===== config.mk =====
export PLATFORM = sky130hd
export DESIGN_NAME = ines_rom_image_loader
export DESIGN_NICKNAME = d
export VERILOG_FILES = /design/src/sv/irl_pkg.sv /design/src/sv/irl_front.sv /design/src/sv/irl_cmd_fifo.sv /design/src/sv/irl_back.sv /design/src/sv/ines_rom_image_loader.sv
export SDC_FILE = /design/constraint.sdc
export NUM_CORES = 1
export LEC_CHECK = 0
export BUFFER_PORTS_ARGS = -buffer_cell sky130_fd_sc_hd__buf_2
export CAP_MARGIN = 20
export CELL_PAD_IN_SITES_DETAIL_PLACEMENT = 1
export CELL_PAD_IN_SITES_GLOBAL_PLACEMENT = 1
export CORE_MARGIN = 2
export CORE_UTILIZATION = 52
export CTS_BUF_LIST = sky130_fd_sc_hd__clkbuf_8 sky130_fd_sc_hd__clkbuf_16
export DETAILED_ROUTE_END_ITERATION = 8
export MAX_ROUTING_LAYER = met4
export PLACE_DENSITY = 0.9
export SYNTH_ARGS = -nofsm -noshare
export SYNTH_HDL_FRONTEND = slang
export SYNTH_HIERARCHICAL = 1
export SYNTH_SLANG_ARGS = --single-unit

===== constraint.sdc =====
create_clock -name clk -period 8.3 [get_ports clk]
set_input_delay 1.66 -clock clk [delete_from_list [all_inputs] [get_ports clk]]
set_output_delay 1.66 -clock clk [all_outputs]
set_load 0.005 [all_outputs]

===== src/sv/irl_pkg.sv =====
// ----------------------------------------------------------------------------
// irl_pkg
// Types, codes and constants shared by the image loader front end, command
// queue, back end and top level.
// ----------------------------------------------------------------------------
package irl_pkg;

  // result kinds
  typedef enum logic [1:0] {
    KIND_WRITE = 2'd0,
    KIND_FILL  = 2'd1,
    KIND_DONE  = 2'd2
  } kind_t;

  // done status codes
  typedef enum logic [2:0] {
    ST_OK         = 3'd0,
    ST_TOO_SHORT  = 3'd1,
    ST_BAD_MAGIC  = 3'd2,
    ST_BAD_MAPPER = 3'd3,
    ST_TOO_LARGE  = 3'd4,
    ST_TRUNCATED  = 3'd5
  } status_t;

  // parser phase
  typedef enum logic [1:0] {
    PH_HEADER = 2'd0,
    PH_LOAD   = 2'd1,
    PH_DONE   = 2'd2
  } phase_t;

  // configuration register indexes
  localparam int unsigned CFG_INDEX_W = 2;
  localparam logic [CFG_INDEX_W-1:0] CFG_ROM_LENGTH = 2'd0;
  localparam logic [CFG_INDEX_W-1:0] CFG_LOAD_BASE  = 2'd1;

  // reset values and layout constants
  localparam logic [31:0] LOAD_BASE_RST = 32'h2000_0400;
  localparam logic [23:0] HDR_LEN       = 24'd16;
  localparam logic [3:0]  HDR_LAST_IDX  = 4'd15;
  localparam logic [15:0] PRG_UNIT      = 16'h4000;
  localparam logic [15:0] CHR_OFFSET    = 16'h8000;
  localparam logic [15:0] VRAM_OFFSET   = 16'hA000;
  localparam logic [15:0] WRAM_OFFSET   = 16'hA800;
  localparam logic [13:0] CHR_RAM_LEN   = 14'h2000;
  localparam logic [13:0] SMALL_RAM_LEN = 14'h0800;
  localparam logic [7:0]  FLAG_HI_MASK  = 8'hF0;
  localparam logic [7:0]  MAX_PRG_BLKS  = 8'd2;
  localparam logic [7:0]  MAX_CHR_BLKS  = 8'd1;

  // result steps a command can expand into, in emission order
  localparam int unsigned NUM_STEPS      = 6;
  localparam int unsigned STEP_WRITE     = 0;
  localparam int unsigned STEP_MIRROR    = 1;
  localparam int unsigned STEP_CHR_FILL  = 2;
  localparam int unsigned STEP_VRAM_FILL = 3;
  localparam int unsigned STEP_WRAM_FILL = 4;
  localparam int unsigned STEP_DONE      = 5;

  // input item
  typedef struct packed {
    logic [7:0] rom_byte;
    logic       first;
  } in_item_t;

  // result item
  typedef struct packed {
    kind_t       kind;
    logic [31:0] address;
    logic [7:0]  data;
    logic [13:0] fill_length;
    status_t     status;
    logic [15:0] flags;
    logic        last;
  } result_t;

  // command from front end to back end
  typedef struct packed {
    logic        has_write;  // byte write at offset
    logic        mirror;     // second copy at offset + one program block
    logic        finish;     // fills and done after any write
    logic        chr_zero;   // character ram fill needed
    status_t     status;     // error status when finish is low and no write
    logic [7:0]  data;
    logic [15:0] offset;
    logic [15:0] flags;
  } cmd_t;

  // expected header magic
  function automatic logic [7:0] magic_byte(input logic [1:0] idx);
    logic [7:0] val;
    case (idx)
      2'd0:    val = 8'h4E;
      2'd1:    val = 8'h45;
      2'd2:    val = 8'h53;
      default: val = 8'h1A;
    endcase
    return val;
  endfunction

endpackage


===== src/sv/irl_front.sv =====
// ----------------------------------------------------------------------------
// irl_front
// Header parser and byte classifier. Tracks the image position and turns
// each accepted byte into at most one command for the back end.
// ----------------------------------------------------------------------------
module irl_front (
  input  logic             clk,
  input  logic             rst_n,
  input  logic             accept,
  input  irl_pkg::in_item_t in_item,
  input  logic [23:0]      rom_length,
  output logic             cmd_valid,
  output irl_pkg::cmd_t    cmd
);
  import irl_pkg::*;

  phase_t      phase_r, phase_nxt;
  logic [3:0]  hdr_idx_r, hdr_idx_nxt;
  logic        magic_r, magic_nxt;
  logic [7:0]  prg_r, prg_nxt;
  logic [7:0]  chr_r, chr_nxt;
  logic [7:0]  flag6_r, flag6_nxt;
  logic [7:0]  mapper_r, mapper_nxt;
  logic [15:0] off_r, off_nxt;
  logic [15:0] prg_len_r, prg_len_nxt;
  logic [15:0] total_r, total_nxt;
  logic [15:0] flags_r, flags_nxt;

  // state as seen by this byte, after a possible restart
  phase_t      e_phase;
  logic [3:0]  e_idx;
  logic        e_magic;
  logic [7:0]  e_prg;
  logic [7:0]  e_chr;
  logic [7:0]  e_flag6;
  logic [7:0]  e_mapper;

  logic [7:0]  b;
  logic [16:0] need_len;
  logic [15:0] ok_flags;
  logic        magic_bad;

  assign b = in_item.rom_byte;

  // restart view
  always_comb begin
    if (in_item.first) begin
      e_phase  = PH_HEADER;
      e_idx    = '0;
      e_magic  = 1'b1;
      e_prg    = '0;
      e_chr    = '0;
      e_flag6  = '0;
      e_mapper = '0;
    end else begin
      e_phase  = phase_r;
      e_idx    = hdr_idx_r;
      e_magic  = magic_r;
      e_prg    = prg_r;
      e_chr    = chr_r;
      e_flag6  = flag6_r;
      e_mapper = mapper_r;
    end
  end

  // image length needed for the header and the declared sections
  assign need_len = 17'(HDR_LEN) + {1'b0, e_prg[1:0], 14'd0} + {3'b000, e_chr[0], 13'd0};
  assign ok_flags = {(e_chr == 8'd0), e_flag6[0], 3'b000, 3'((e_prg == MAX_PRG_BLKS)),
                     e_mapper};
  assign magic_bad = (e_idx < 4'd4) && (b != magic_byte(e_idx[1:0]));

  // classify the byte and compute next state
  always_comb begin
    phase_nxt     = e_phase;
    hdr_idx_nxt   = e_idx;
    magic_nxt     = e_magic;
    prg_nxt       = e_prg;
    chr_nxt       = e_chr;
    flag6_nxt     = e_flag6;
    mapper_nxt    = e_mapper;
    off_nxt       = off_r;
    prg_len_nxt   = prg_len_r;
    total_nxt     = total_r;
    flags_nxt     = flags_r;
    cmd_valid     = 1'b0;
    cmd           = '0;
    cmd.data      = b;
    cmd.chr_zero  = (e_chr == 8'd0);
    case (e_phase)
      PH_HEADER: begin
        if ((e_idx == 4'd0) && (rom_length < HDR_LEN)) begin
          cmd_valid  = 1'b1;
          cmd.status = ST_TOO_SHORT;
          phase_nxt  = PH_DONE;
        end else begin
          magic_nxt   = e_magic & ~magic_bad;
          hdr_idx_nxt = e_idx + 4'd1;
          if (e_idx == 4'd4) begin
            prg_nxt = b;
          end
          if (e_idx == 4'd5) begin
            chr_nxt = b;
          end
          if (e_idx == 4'd6) begin
            flag6_nxt = b;
          end
          if (e_idx == 4'd7) begin
            mapper_nxt = (b & FLAG_HI_MASK) | {4'd0, e_flag6[7:4]};
          end
          // header verdict
          if (e_idx == HDR_LAST_IDX) begin
            off_nxt     = '0;
            prg_len_nxt = {e_prg[1:0], 14'd0};
            total_nxt   = {e_prg[1:0], 14'd0} + {2'b00, e_chr[0], 13'd0};
            flags_nxt   = ok_flags;
            if (!e_magic) begin
              cmd_valid  = 1'b1;
              cmd.status = ST_BAD_MAGIC;
              phase_nxt  = PH_DONE;
            end else if (e_mapper != 8'd0) begin
              cmd_valid  = 1'b1;
              cmd.status = ST_BAD_MAPPER;
              phase_nxt  = PH_DONE;
            end else if ((e_prg > MAX_PRG_BLKS) || (e_chr > MAX_CHR_BLKS)) begin
              cmd_valid  = 1'b1;
              cmd.status = ST_TOO_LARGE;
              phase_nxt  = PH_DONE;
            end else if (rom_length < {7'd0, need_len}) begin
              cmd_valid  = 1'b1;
              cmd.status = ST_TRUNCATED;
              phase_nxt  = PH_DONE;
            end else if ((e_prg == 8'd0) && (e_chr == 8'd0)) begin
              // empty body: fills and done right away
              cmd_valid  = 1'b1;
              cmd.finish = 1'b1;
              cmd.flags  = ok_flags;
              phase_nxt  = PH_DONE;
            end else begin
              phase_nxt = PH_LOAD;
            end
          end
        end
      end
      PH_LOAD: begin
        cmd_valid     = 1'b1;
        cmd.has_write = 1'b1;
        cmd.flags     = flags_r;
        if (off_r < prg_len_r) begin
          cmd.offset = off_r;
          cmd.mirror = (e_prg == 8'd1);
        end else begin
          cmd.offset = CHR_OFFSET + (off_r - prg_len_r);
        end
        off_nxt = off_r + 16'd1;
        if (({1'b0, off_r} + 17'd1) >= {1'b0, total_r}) begin
          cmd.finish = 1'b1;
          phase_nxt  = PH_DONE;
        end
      end
      default: begin
        cmd_valid = 1'b0;
      end
    endcase
  end

  // control state
  always_ff @(posedge clk) begin
    if (!rst_n) begin
      phase_r   <= PH_HEADER;
      hdr_idx_r <= '0;
      magic_r   <= 1'b1;
      prg_r     <= '0;
      chr_r     <= '0;
      flag6_r   <= '0;
      mapper_r  <= '0;
    end else if (accept) begin
      phase_r   <= phase_nxt;
      hdr_idx_r <= hdr_idx_nxt;
      magic_r   <= magic_nxt;
      prg_r     <= prg_nxt;
      chr_r     <= chr_nxt;
      flag6_r   <= flag6_nxt;
      mapper_r  <= mapper_nxt;
    end
  end

  // load bookkeeping, set at the header verdict before use
  always_ff @(posedge clk) begin
    if (accept) begin
      off_r     <= off_nxt;
      prg_len_r <= prg_len_nxt;
      total_r   <= total_nxt;
      flags_r   <= flags_nxt;
    end
  end

endmodule


===== src/sv/irl_cmd_fifo.sv =====
// ----------------------------------------------------------------------------
// irl_cmd_fifo
// Short command queue between the front end and the back end.
// ----------------------------------------------------------------------------
module irl_cmd_fifo #(
  parameter int unsigned DEPTH = 2
) (
  input  logic          clk,
  input  logic          rst_n,
  input  logic          push,
  input  irl_pkg::cmd_t push_data,
  output logic          full,
  input  logic          pop,
  output logic          not_empty,
  output irl_pkg::cmd_t pop_data
);
  import irl_pkg::*;

  localparam int unsigned PW = $clog2(DEPTH);
  localparam int unsigned CW = $clog2(DEPTH + 1);

  cmd_t          mem_r [DEPTH];
  logic [PW-1:0] wr_ptr_r, wr_ptr_nxt;
  logic [PW-1:0] rd_ptr_r, rd_ptr_nxt;
  logic [CW-1:0] count_r, count_nxt;
  logic          do_push, do_pop;

  assign full      = (count_r == CW'(DEPTH));
  assign not_empty = (count_r != '0);
  assign pop_data  = mem_r[rd_ptr_r];
  assign do_push   = push && !full;
  assign do_pop    = pop && not_empty;

  // pointer and count update
  always_comb begin
    wr_ptr_nxt = wr_ptr_r;
    rd_ptr_nxt = rd_ptr_r;
    count_nxt  = count_r;
    if (do_push) begin
      wr_ptr_nxt = (wr_ptr_r == PW'(DEPTH - 1)) ? '0 : wr_ptr_r + PW'(1);
    end
    if (do_pop) begin
      rd_ptr_nxt = (rd_ptr_r == PW'(DEPTH - 1)) ? '0 : rd_ptr_r + PW'(1);
    end
    if (do_push && !do_pop) begin
      count_nxt = count_r + CW'(1);
    end else if (do_pop && !do_push) begin
      count_nxt = count_r - CW'(1);
    end
  end

  always_ff @(posedge clk) begin
    if (!rst_n) begin
      wr_ptr_r <= '0;
      rd_ptr_r <= '0;
      count_r  <= '0;
    end else begin
      wr_ptr_r <= wr_ptr_nxt;
      rd_ptr_r <= rd_ptr_nxt;
      count_r  <= count_nxt;
    end
  end

  // storage
  always_ff @(posedge clk) begin
    if (do_push) begin
      mem_r[wr_ptr_r] <= push_data;
    end
  end

endmodule


===== src/sv/irl_back.sv =====
// ----------------------------------------------------------------------------
// irl_back
// Expands the head command into results, one per cycle while the output
// register is empty or popped; it drains through the result queue interface.
// ----------------------------------------------------------------------------
module irl_back (
  input  logic             clk,
  input  logic             rst_n,
  input  logic             cmd_valid,
  input  irl_pkg::cmd_t    cmd,
  input  logic [31:0]      load_base,
  output logic             cmd_pop,
  output logic             out_empty,
  input  logic             out_pop,
  output irl_pkg::result_t out_result
);
  import irl_pkg::*;

  logic [NUM_STEPS-1:0] sent_r, sent_nxt;
  logic [NUM_STEPS-1:0] mask;
  logic [NUM_STEPS-1:0] remain;
  logic [NUM_STEPS-1:0] sel;
  logic                 out_valid_r, out_valid_nxt;
  result_t              out_r, out_nxt;
  logic                 advance;
  logic                 final_step;

  // steps the head command expands into
  always_comb begin
    mask                 = '0;
    mask[STEP_WRITE]     = cmd.has_write;
    mask[STEP_MIRROR]    = cmd.has_write & cmd.mirror;
    mask[STEP_CHR_FILL]  = cmd.finish & cmd.chr_zero;
    mask[STEP_VRAM_FILL] = cmd.finish;
    mask[STEP_WRAM_FILL] = cmd.finish;
    mask[STEP_DONE]      = cmd.finish | ~cmd.has_write;
  end

  // lowest step still to send
  assign remain     = mask & ~sent_r;
  assign sel        = remain & (~remain + NUM_STEPS'(1));
  assign final_step = ((remain & ~sel) == '0);
  assign advance    = cmd_valid && (!out_valid_r || out_pop);
  assign cmd_pop    = advance && final_step;

  // result for the selected step
  always_comb begin
    out_nxt      = '0;
    out_nxt.last = final_step;
    if (sel[STEP_WRITE]) begin
      out_nxt.kind    = KIND_WRITE;
      out_nxt.address = load_base + {16'd0, cmd.offset};
      out_nxt.data    = cmd.data;
    end else if (sel[STEP_MIRROR]) begin
      out_nxt.kind    = KIND_WRITE;
      out_nxt.address = load_base + {16'd0, cmd.offset + PRG_UNIT};
      out_nxt.data    = cmd.data;
    end else if (sel[STEP_CHR_FILL]) begin
      out_nxt.kind        = KIND_FILL;
      out_nxt.address     = load_base + {16'd0, CHR_OFFSET};
      out_nxt.fill_length = CHR_RAM_LEN;
    end else if (sel[STEP_VRAM_FILL]) begin
      out_nxt.kind        = KIND_FILL;
      out_nxt.address     = load_base + {16'd0, VRAM_OFFSET};
      out_nxt.fill_length = SMALL_RAM_LEN;
    end else if (sel[STEP_WRAM_FILL]) begin
      out_nxt.kind        = KIND_FILL;
      out_nxt.address     = load_base + {16'd0, WRAM_OFFSET};
      out_nxt.fill_length = SMALL_RAM_LEN;
    end else begin
      out_nxt.kind = KIND_DONE;
      if (cmd.finish) begin
        out_nxt.status = ST_OK;
        out_nxt.flags  = cmd.flags;
      end else begin
        out_nxt.status = cmd.status;
      end
    end
  end

  // step tracking and output valid
  always_comb begin
    sent_nxt      = sent_r;
    out_valid_nxt = out_valid_r;
    if (out_pop) begin
      out_valid_nxt = 1'b0;
    end
    if (advance) begin
      out_valid_nxt = 1'b1;
      sent_nxt      = final_step ? '0 : (sent_r | sel);
    end
  end

  always_ff @(posedge clk) begin
    if (!rst_n) begin
      sent_r      <= '0;
      out_valid_r <= 1'b0;
    end else begin
      sent_r      <= sent_nxt;
      out_valid_r <= out_valid_nxt;
    end
  end

  // output payload
  always_ff @(posedge clk) begin
    if (advance) begin
      out_r <= out_nxt;
    end
  end

  assign out_empty  = !out_valid_r;
  assign out_result = out_r;

endmodule


===== src/sv/ines_rom_image_loader.sv =====
// ----------------------------------------------------------------------------
// ines_rom_image_loader
// Parses a streamed iNES image (mapper 0) and turns it into byte writes,
// zero fill requests and a done result with status and packed flags.
//
//   channel   ports                                      direction
//   input     in_push, in_full, in_item                  in  (queue push)
//   result    out_empty, out_pop, out_result             out (queue pop)
//   config    cfg_valid, cfg_ready, cfg_index, cfg_data  in  (write only)
//
// One byte is taken per cycle while the command queue has room; the back end
// sends one result per cycle while its output register is free or popped, so
// a plain byte yields one result, a mirrored program byte two, and the
// closing byte up to six (writes, fills, done). A result is registered once
// its command heads the queue and the output register is free or popped.
// Either side may stall at any time without loss.
// ----------------------------------------------------------------------------
module ines_rom_image_loader #(
  parameter int unsigned CMD_DEPTH = 2
) (
  input  logic                            clk,
  input  logic                            rst_n,
  // input
  input  logic                            in_push,
  output logic                            in_full,
  input  irl_pkg::in_item_t               in_item,
  // results
  output logic                            out_empty,
  input  logic                            out_pop,
  output irl_pkg::result_t                out_result,
  // configuration
  input  logic                            cfg_valid,
  output logic                            cfg_ready,
  input  logic [irl_pkg::CFG_INDEX_W-1:0] cfg_index,
  input  logic [31:0]                     cfg_data
);
  import irl_pkg::*;

  logic [23:0] rom_length_r;
  logic [31:0] load_base_r;
  logic        accept;
  logic        fr_cmd_valid;
  cmd_t        fr_cmd;
  logic        q_not_empty;
  cmd_t        q_head;
  logic        q_pop;

  // configuration registers
  assign cfg_ready = 1'b1;

  always_ff @(posedge clk) begin
    if (!rst_n) begin
      rom_length_r <= '0;
      load_base_r  <= LOAD_BASE_RST;
    end else if (cfg_valid && cfg_ready) begin
      if (cfg_index == CFG_ROM_LENGTH) begin
        rom_length_r <= cfg_data[23:0];
      end else if (cfg_index == CFG_LOAD_BASE) begin
        load_base_r <= cfg_data;
      end
    end
  end

  // input request accepted
  assign accept = in_push && !in_full;

  irl_front u_front (
    .clk        (clk),
    .rst_n      (rst_n),
    .accept     (accept),
    .in_item    (in_item),
    .rom_length (rom_length_r),
    .cmd_valid  (fr_cmd_valid),
    .cmd        (fr_cmd)
  );

  irl_cmd_fifo #(
    .DEPTH (CMD_DEPTH)
  ) u_cmd_fifo (
    .clk       (clk),
    .rst_n     (rst_n),
    .push      (accept && fr_cmd_valid),
    .push_data (fr_cmd),
    .full      (in_full),
    .pop       (q_pop),
    .not_empty (q_not_empty),
    .pop_data  (q_head)
  );

  irl_back u_back (
    .clk        (clk),
    .rst_n      (rst_n),
    .cmd_valid  (q_not_empty),
    .cmd        (q_head),
    .load_base  (load_base_r),
    .cmd_pop    (q_pop),
    .out_empty  (out_empty),
    .out_pop    (out_pop),
    .out_result (out_result)
  );

endmodule

* Word-level counts from Yosys, hierarchy flattened
Memories as Yosys holds them, arrays and structs flattened. A register that Yosys moved wholly into a read port is not among the register bits. Index checks and enable logic that the tools add are counted. Widths: inputs -> output; s select.
Word-level totals: input bits 48, bits in read-only memories 0, output and inout port bits 79, flip-flop bits (word level) 227, bits in latches 0, memories kept 1, bits in writable memories 94, word-level logic and storage cells 217
Memory list:
- u_cmd_fifo.mem_r | words 2, bits a word 47, read ports 1, clocked after memory_dff 1, write ports 1, line irl_cmd_fifo.sv:22 | cmd_t mem_r [DEPTH];
Operators by class: multiplexer cells 92, add/sub/neg operators 19, shift operators 0, bitwise gates (word level) 17, divide/modulo/power cells 0, multipliers 0, reduce and logical (&&, ||, !) cells 38, equal/unequal tests 15, order comparisons 7
Operators by type and width (count):
- $mux 16 | 11
- $mux 8 | 17
- $add 32x16->32 const B | 3
- $mux 33 | 2
- $add 32x16->32 | 2
- $mux 32 | 2
- $pmux 16 s2 | 2
- $mux 40 | 1
- $mux 14 | 2
- $mux 1 | 26
- $mux 2 | 13
- $lt 24x17->1 | 1
- $lt 24x5->1 const B | 1
- $mux 3 | 7
- $pmux 7 s3 | 1
- $and 6x6->6 | 3
- $not 6->6 | 3
- $add 16x1->17 const B | 1
- $add 17x14->17 | 1
- $add 5x16->17 const A | 1
- $ge 17x16->1 | 1
- $add 16x1->16 const B | 1
- $add 16x14->16 | 1
- $add 16x15->16 const B | 1
- other kinds (46) | 84

* Logic depth before layout (Yosys ltp)
Gate-level depths: netlist of run 1.
word-level depth 17, depth in mapped cells 18, depth with buffers taken out 17

* By module
Netlist of run 1, hierarchy kept.
Modules (own cells, without submodules):
- irl_back | seq. area each 2062.0 sq um, instances 1, cells each 631, area each 5545.3 sq um
- irl_front | seq. area each 1621.6 sq um, instances 1, cells each 566, area each 4906.0 sq um
- irl_cmd_fifo | seq. area each 2922.8 sq um, instances 1, cells each 171, area each 3623.5 sq um
- ines_rom_image_loader | seq. area each 1121.1 sq um, instances 1, cells each 224, area each 2185.8 sq um

* Worst setup path before layout of run 1
No wires, ideal clock.
kind input port to flip-flop, from input in_item[0] (netlist name), to memory u_cmd_fifo/mem_r[0][0] (netlist name), enable pin, slack 2.384 ns, arrival 5.472 ns, required time 7.855 ns, path buffers 2, library setup time 0.445 ns, stages 13, path through buf_2 > clkinv_1 > nand2_1 > ha_1 > nor4b_1 > nand2_1 > or3_1 > buf_6 > o211a_1 > a21oi_1 > and2_1 > inv_1 > nor3_2
On the way: cells in the longest elaborated chain, start to end 15, elaborated cells between the ends (all ways) 33, those cells by class add/sub (2); order compare (3); eq/ne (2); mux (16); reduce/logical (10)
Ends and longest elaborated chain:
- start: declaration | line ines_rom_image_loader.sv:26 | input irl_pkg::in_item_t in_item,
- $mux 8 | line irl_front.sv:47 | if (in_item.first) begin
- $add 5x16->17 or $logic_not 8->1 (tied branches) | line irl_front.sv:67, irl_front.sv:132
- $add 17x14->17 or $logic_and 1x1->1 (tied branches) | line irl_front.sv:67, irl_front.sv:132
- $lt 24x17->1 or $mux 1 (tied branches) | line irl_front.sv:128, irl_front.sv:132
- $mux 1 | line irl_front.sv:128 | end else if (rom_length < {7'd0, need_len}) begin
- $mux 1 | line irl_front.sv:124 | end else if ((e_prg > MAX_PRG_BLKS) || (e_chr > MAX_CHR_BLKS)) begin
- $mux 1 | line irl_front.sv:120 | end else if (e_mapper != 8'd0) begin
- $mux 1 | line irl_front.sv:116 | if (!e_magic) begin
- $mux 1 | line irl_front.sv:111 | if (e_idx == HDR_LAST_IDX) begin
- $mux 1 | line irl_front.sv:91 | if ((e_idx == 4'd0) && (rom_length < HDR_LEN)) begin
- $pmux 1 s2 * | line irl_front.sv:89 | case (e_phase)
- net fr_cmd_valid | line ines_rom_image_loader.sv:42 | logic fr_cmd_valid;
- $logic_and 1x1->1 * | line ines_rom_image_loader.sv:82 | .push (accept && fr_cmd_valid),
- $logic_and 1x1->1 * | line irl_cmd_fifo.sv:31 | assign do_push = push && !full;
- $mux 1 * | line irl_cmd_fifo.sv:66 | if (do_push) begin
- $mux 1 (implied by the code) * | line irl_cmd_fifo.sv:67 | mem_r[wr_ptr_r] <= push_data;
- end: declaration | line irl_cmd_fifo.sv:22
Mark *: on every way through the listed nets, which the timed path passes. The rest lies on a longest branch.

* Worst setup path in the final report of run 1
from input in_item[0] (netlist name), to memory u_cmd_fifo/mem_r[0][27] (netlist name), enable pin
The elaborated chain is that of the path after synthesis.

==> qor.csv, run 1 <==
metric,value,unit
status,"complete, no violations",
clk_pin_slew,70,ps
drtIter0Drc,1097,
required,8520,ps
dp_worst_setup_slack,1920,ps
critical_path_class,input port to flip-flop,
antenna_found_initial,0,
dr.pass1.iters,5,
hold_viol,0,
r2r_cells,12,
cts_hold_buf,0,
cts_sinks,288,
ctsResizeCount,0,
finalSetupViolCount,0,
finClkSkew,27.0,ps
maxCapViolations,0,
core_area,30600,µm²
drc,0,
arrival,5670,ps
hpwl,31600,µm
wl_met2,23500,µm
insertion_delay,590,ps
rsz0062_at_grt,false,
critPathMaxFanout,30,
n_antenna_cell,0,
relSlewSlack,0.234,
syn-cell-area,16100,µm²
fin_setup_tns,0,ps
postCtsSetupBuffers,0,
top_layer_used,met4,
tightest_slew,1150,ps
clk_path_buf_depth,3,
cts-root-buf,clkbuf_16,
cts_tree,built,
die-area,32400,µm²
die_h,180,µm
start_util,0.527,
postRouteAntennaNets,0,
fillers,3388,
power.density,211,nW/µm²
fmax,183,MHz
ir_drop,0.154,mV
via_count,12900,
syn_avg_cell_area,10.2,µm²
hold_depth,2,
place.gp.congestion,0.914,
regArea,7650,µm²
finalMaxSlewViolations,0,
fin_hold_ws,466,ps
crit_path_start_kind,input port,
grt_max_degree,94,
hold_path_class,flip-flop to flip-flop,
synth_cells,1580,
layout_common_cells,"196 x nand2_1, 188 x edfxtp_1, 112 x buf_2",
wl_met1,19600,µm
wl,47400,µm
htree_levels,1,
finalCriticalPeriod,5450,ps
design_area,17800,µm²
endpoint_kind,flip-flop,
grt_usage,0.296,
multi_input_area,7690,µm²
io_pins,127,
wl_per_cell,23.0,µm
die_w,180,µm
ys_warn_count,6,
wl_met3,2730,µm
grt_pass1_wl,75800,µm
period_share,0.657,
drive_gt1_frac,0.160,
viasPerCell,6.25,
placed_area,16700,µm²
grt_pass1_vias,13800,
syn_to_final_growth,10.5,%
portBuffers,113,
p_leak,0.00684,µW
std_cell_rows,64,
final_common_cell,nand2_1,
postLayoutSetupSlackWorst,2850,ps
grt_overflow_total,0,
numCtsBuffers,31,
nets,1757,
## stage by stage
| stage | total power (µW) | std cells | utilization |
|---|---|---|---|
| after floorplan | 2080 | 1595 | - |
| after global placement | 2260 | 2002 | 0.545 |
| after detailed placement | 2290 | 2003 | 0.545 |
| after CTS | 3770 | 2061 | 0.581 |
| after global routing | 3890 | 2064 | 0.583 |
| final | 3760 | 2064 | 0.583 |
## registers in the layout, summed over array words and instances (netlist names), 2 cells and up, named ones only
register            cells
u_front/prg_r           8
u_front/hdr_idx_r       4
u_front/flags_r        11
rom_length_r           20
u_front/chr_r           8
u_front/mapper_r        8
u_front/off_r          16
u_back/out_result      64
u_cmd_fifo/mem_r       94
u_front/total_r         2
load_base_r            32
u_front/flag6_r         5
u_cmd_fifo/count_r      2
u_back/sent_r           6
u_front/phase_r         2
## where the power goes
| group | total, µW | switching [µW] | internal [µW] | leakage (µW) |
|---|---|---|---|---|
| logic | 555 | 364 | 191 | 0.00374 |
| registers | 1720 | 54.8 | 1670 | 0.00255 |
| clock network | 1480 | 597 | 882 | 0.000549 |
## area by class of cell
cell class	instances	area share
tap	396	0.0278
multi-input combinational	1144	0.432
timing repair buffer	128	0.0400
clock buffer	33	0.0451
sequential	288	0.429
inverter	50	0.0105
clock inverter	25	0.0156
## critical path: stages
cell	delay, ps
buf_2	460
clkinv_1	460
nand2_1	300
ha_1	260
nor4b_1	260
nand2_1	110
or3_1	450
o211a_1	180
a21oi_1	130
and2_1	180
inv_1	90
nor3_4	500
buf_16	220
buf_4	400
## metal layers
layer  vias to the layer above  track usage
met2                       495        0.504
li1                       5839            -
met5                         -            -
met4                         0        0.105
met1                      6428        0.361
met3                       128       0.0422
## final timing paths
check	startpoint	end	slack (ps)
worst max-delay path	in_item[0]	u_cmd_fifo/mem_r[0][27]	2850
worst max register to register	flip-flop	u_back/out_result[66]	3440
worst min register to register	rom_length_r[10]	rom_length_r[10]	470
worst min-delay path	rom_length_r[10]	rom_length_r[10]	470
Note: power is estimated with default switching activity, not from simulation.
==> run 2, diff against run 1 <==
Settings changed: CORE_UTILIZATION 52 to 44, PLACE_DENSITY 0.9 to 0.82.
Clock period 8.3 ns to 4.9 ns, I/O delays scaled along.
==> qor.csv, run 2 (synthesized netlist as in run 1, its figures left out) <==
metric,value,unit,change
numCtsBuffers,31,,unchanged
design_area,17900,µm²,+0.33%
drive_gt1_frac,0.162,,+0.00172
postLayoutCoreUtil,0.492,,-0.0907
finalSetupViolCount,0,,unchanged
grt_pass1_wl,72200,µm,-4.7%
grt_usage,0.244,,-0.0525
tightest_slew,1060,ps,-91.1 ps
std_cell_rows,70,,+9.4%
place.gp.congestion,0.919,,+0.55%
grt_overflow_total,0,,unchanged
dr.pass1.iters,5,,unchanged
finalMaxSlewViolations,0,,unchanged
io_pins,127,,unchanged
nets,1764,,+0.40%
clk_path_buf_depth,3,,unchanged
largest_register_ffs,94,,unchanged
hold_viol,0,,unchanged
placed_area,16900,µm²,+1.1%
ir_drop,0.274,mV,+78%
finClkSkew,16.7,ps,-10.2 ps
clk_pin_slew,60,ps,about the same
rsz0062_at_grt,false,,
cts_tree,built,,
power.density,347,nW/µm²,+65%
fillers,4049,,+20%
grt_pass1_vias,13100,,-5.1%
fin_setup_tns,0,ps,unchanged
critical_path_class,flip-flop to flip-flop,,
die_w,195,µm,+8.5%
ff2ff_setup_slack,820,ps,-2620 ps
hold_path_class,flip-flop to flip-flop,,
required,5210,ps,-3310 ps
relSlewSlack,0.296,,+0.0623
postRouteAntennaNets,0,,unchanged
hpwl,32200,µm,+1.8%
p_leak,0.00684,µW,about the same
cts_hold_buf,0,,unchanged
core_area,36300,µm²,+19%
insertion_delay,580,ps,about the same
fin_hold_ws,465,ps,-1.10 ps
die_h,195,µm,+8.5%
syn_to_final_growth,10.9,%,
drtIter0Drc,921,,-16%
cts_sinks,288,,unchanged
wl,45600,µm,-3.8%
endpoint_kind,flip-flop,,
finalCriticalPeriod,4080,ps,
period_share,0.833,,
ctsResizeCount,0,,unchanged
final_common_cell,nand2_1,,
antenna_found_initial,0,,unchanged
cts-root-buf,clkbuf_16,,
portBuffers,113,,unchanged
placed_cells,2085,,+4.1%
arrival,4390,ps,-1280 ps
top_register,u_cmd_fifo/mem_r,,
start_util,0.444,,-0.0835
die-area,38200,µm²,+18%
layout_common_cells,"196 x nand2_1, 188 x edfxtp_1, 112 x buf_2",,
maxCapViolations,0,,unchanged
layoutNonFillerInstCount,2143,,+3.8%
htree_levels,1,,unchanged
critPathMaxFanout,23,,-23%
wl_per_cell,21.3,µm,-7.4%
via_count,12600,,-2.3%
fmax,245,MHz,
status,"complete, no violations",,
crit_path_start_kind,flip-flop,,
grt_max_degree,71,,-24%
postCtsSetupBuffers,0,,unchanged
drc,0,,unchanged
viasPerCell,5.87,,-5.9%
n_antenna_cell,0,,unchanged
## run 2: per-stage QoR
stage | power, µW | setup slack [ps]
5_1_grt | 6440 | 572
6_report | 6210 | 817
2_1_floorplan | 3530 | 380
3_3_place_gp | 3860 | 715
4_1_cts | 6260 | 894
3_5_place_dp | 3900 | 538
## run 2: cell type report
cell class,count,area [µm²],area share
flip-flops and latches,288,7650,0.428
well taps,468,586,0.0328
clock buffers,31,776,0.0434
inverters,50,188,0.0105
repair buffers,135,749,0.0419
clock inverters,27,238,0.0133
multi-input cells,1144,7690,0.430
## run 2: worst paths after layout
| path | cells past startpoint | startpoint | endpoint |
|---|---|---|---|
| max | 12 | flip-flop | u_back/out_result[68] |
| min | 2 | rom_length_r[20] | rom_length_r[20] |
| max reg2reg | 12 | flip-flop | u_back/out_result[68] |
| min reg2reg | 2 | rom_length_r[20] | rom_length_r[20] |
## run 2: where the power goes
| part | switching, µW | leakage, µW | internal (µW) | total [µW] |
|---|---|---|---|---|
| clock | 998 | 0.000519 | 1360 | 2360 |
| sequential | 88.5 | 0.00256 | 2830 | 2920 |
| combinational | 604 | 0.00376 | 325 | 929 |
| total | 1690 | 0.00684 | 4520 | 6210 |
## run 2: critical path, cell delays in order, from the launching register on
cell	delay (ps)
dfxtp_2	700
mux2_2	400
ha_1	230
fa_1	420
a21oi_1	260
o221ai_2	200
a32oi_2	260
a31oi_1	200
a221oi_2	290
buf_4	240
nor4_1	80
a311oi_1	340
o22ai_1	160
## run 2: per-layer routing
layer | part of all wire | track usage | up-vias
li1 | - | - | 5851
met1 | 0.43 | 0.302 | 6345
met2 | 0.51 | 0.420 | 311
met3 | 0.042 | 0.0306 | 82
met4 | 0.024 | 0.0667 | 0
met5 | 0 | - | -
==> run 3, diff against run 2 <==
Settings changed: ABC_AREA set to 1, CORE_UTILIZATION 44 to 46, PLACE_DENSITY 0.82 to 0.85.
Clock period 4.9 ns to 4.1 ns, I/O delays scaled along.
==> qor.csv, run 3 <==
metric,value,unit,change
top_register,u_cmd_fifo/mem_r,,
fmax,303,MHz,+24%
ctsResizeCount,0,,unchanged
insertion_delay,610,ps,+30 ps
numCtsBuffers,31,,unchanged
finalCriticalPeriod,3300,ps,-786 ps
finClkSkew,22.0,ps,+5.24 ps
synth_cells,2324,,+47%
wl_per_cell,19.2,µm,-9.8%
finalMaxSlewViolations,0,,unchanged
drtIter0Drc,991,,+7.6%
cts_sinks,288,,unchanged
hold_viol,0,,unchanged
period_share,0.804,,-0.0292
hold_path_class,input port to flip-flop,,
cts_tree,built,,
placed_cells,2893,,+39%
relSlewSlack,0.382,,+0.0860
viasPerCell,5.40,,-8.0%
ir_drop,0.368,mV,+34%
die_w,201,µm,+2.9%
place.gp.congestion,0.985,,+7.3%
core_area,38500,µm²,+5.8%
finalSetupViolCount,0,,unchanged
grt_pass1_vias,16700,,+27%
endpoint_kind,flip-flop,,
die-area,40400,µm²,+5.8%
grt_pass1_wl,88900,µm,+23%
status,"complete, no violations",,
largest_register_ffs,94,,unchanged
ys_warn_count,6,,unchanged
tightest_slew,927,ps,-129 ps
layoutNonFillerInstCount,2951,,+38%
final_common_cell,nand2_1,,
maxCapViolations,0,,unchanged
syn_avg_cell_area,7.69,µm²,-25%
design_area,19800,µm²,+11%
cts-root-buf,clkbuf_16,,
layout_common_cells,"567 x nand2_1, 303 x nor2_1, 292 x inv_1",,
p_leak,0.00895,µW,+31%
std_cell_rows,72,,+2.9%
rsz0062_at_grt,false,,
cts_hold_buf,0,,unchanged
grt_overflow_total,0,,unchanged
die_h,201,µm,+2.9%
placed_area,18700,µm²,+11%
power.density,367,nW/µm²,+5.7%
portBuffers,113,,unchanged
dr.pass1.iters,4,,-1
wl,56600,µm,+24%
grt_max_degree,60,,-15%
drive_gt1_frac,0.130,,-0.0315
drc,0,,unchanged
postCtsSetupBuffers,0,,unchanged
hpwl,41800,µm,+30%
postRouteAntennaNets,0,,unchanged
nets,2523,,+43%
io_pins,127,,unchanged
fin_setup_tns,0,ps,unchanged
critPathMaxFanout,15,,-35%
start_util,0.464,,+0.0207
fin_hold_ws,438,ps,-27.0 ps
crit_path_start_kind,flip-flop,,
n_antenna_cell,0,,unchanged
syn-cell-area,17900,µm²,+11%
fillers,4796,,+18%
grt_usage,0.283,,+0.0396
via_count,15900,,+27%
required,4600,ps,-610 ps
antenna_found_initial,0,,unchanged
clk_path_buf_depth,3,,unchanged
htree_levels,1,,unchanged
critical_path_class,flip-flop to flip-flop,,
arrival,3800,ps,-590 ps
syn_to_final_growth,10.9,%,about the same
clk_pin_slew,60,ps,about the same
-- run 3: final cells by class --
class	count	area, µm²	share of cell area
sequential	288	7650	0.386
clock buffer	32	790	0.0398
tap	518	648	0.0327
multi-input combinational	1638	8500	0.429
timing repair buffer	135	776	0.0391
inverter	315	1190	0.0599
clock inverter	25	267	0.0134
-- run 3: layer usage --
metal,vias up,track usage,wire (µm)
met1,7775,0.335,23600
met4,0,0.106,2160
met3,114,0.0286,2310
met2,362,0.498,28600
met5,-,-,0
li1,7690,-,-
-- run 3: path summary, 6_finish.rpt --
kind                      start               endpoint  slack [ps]  cells past startpoint
min                cfg_data[30]        load_base_r[30]         440                      3
min reg2reg  u_front/flag6_r[6]     u_front/flag6_r[6]         460                      2
max reg2reg           flip-flop  u_cmd_fifo/count_r[1]         800                     17
max                   flip-flop  u_cmd_fifo/count_r[1]         800                     17
-- run 3: metrics by stage --
step | setup WS (ps) | util | total power (µW)
floorplan | -765 | - | 4020
finish | 804 | 0.515 | 7270
CTS | 793 | 0.514 | 7330
detailed placement | 403 | 0.487 | 4380
global route | 509 | 0.515 | 7540
global placement | 634 | 0.487 | 4330
-- run 3: worst max-delay path, stage by stage (launching register included) --
cell	delay (ps)
dfxtp_2	440
mux2_2	410
nand3_1	180
nand2_2	260
inv_2	340
nand2_1	200
o21ai_1	160
nand3_1	150
nor2_1	120
o21a_1	160
inv_1	60
ha_1	250
inv_1	110
nand2_1	80
nand3_1	100
nand2_1	60
inv_1	70
nor2_1	40
-- run 3: where the power goes --
group          switching (µW)  internal [µW]  total [µW]
Clock                    1210           1710        2920
Sequential               97.1           3270        3370
Combinational             678            300         979
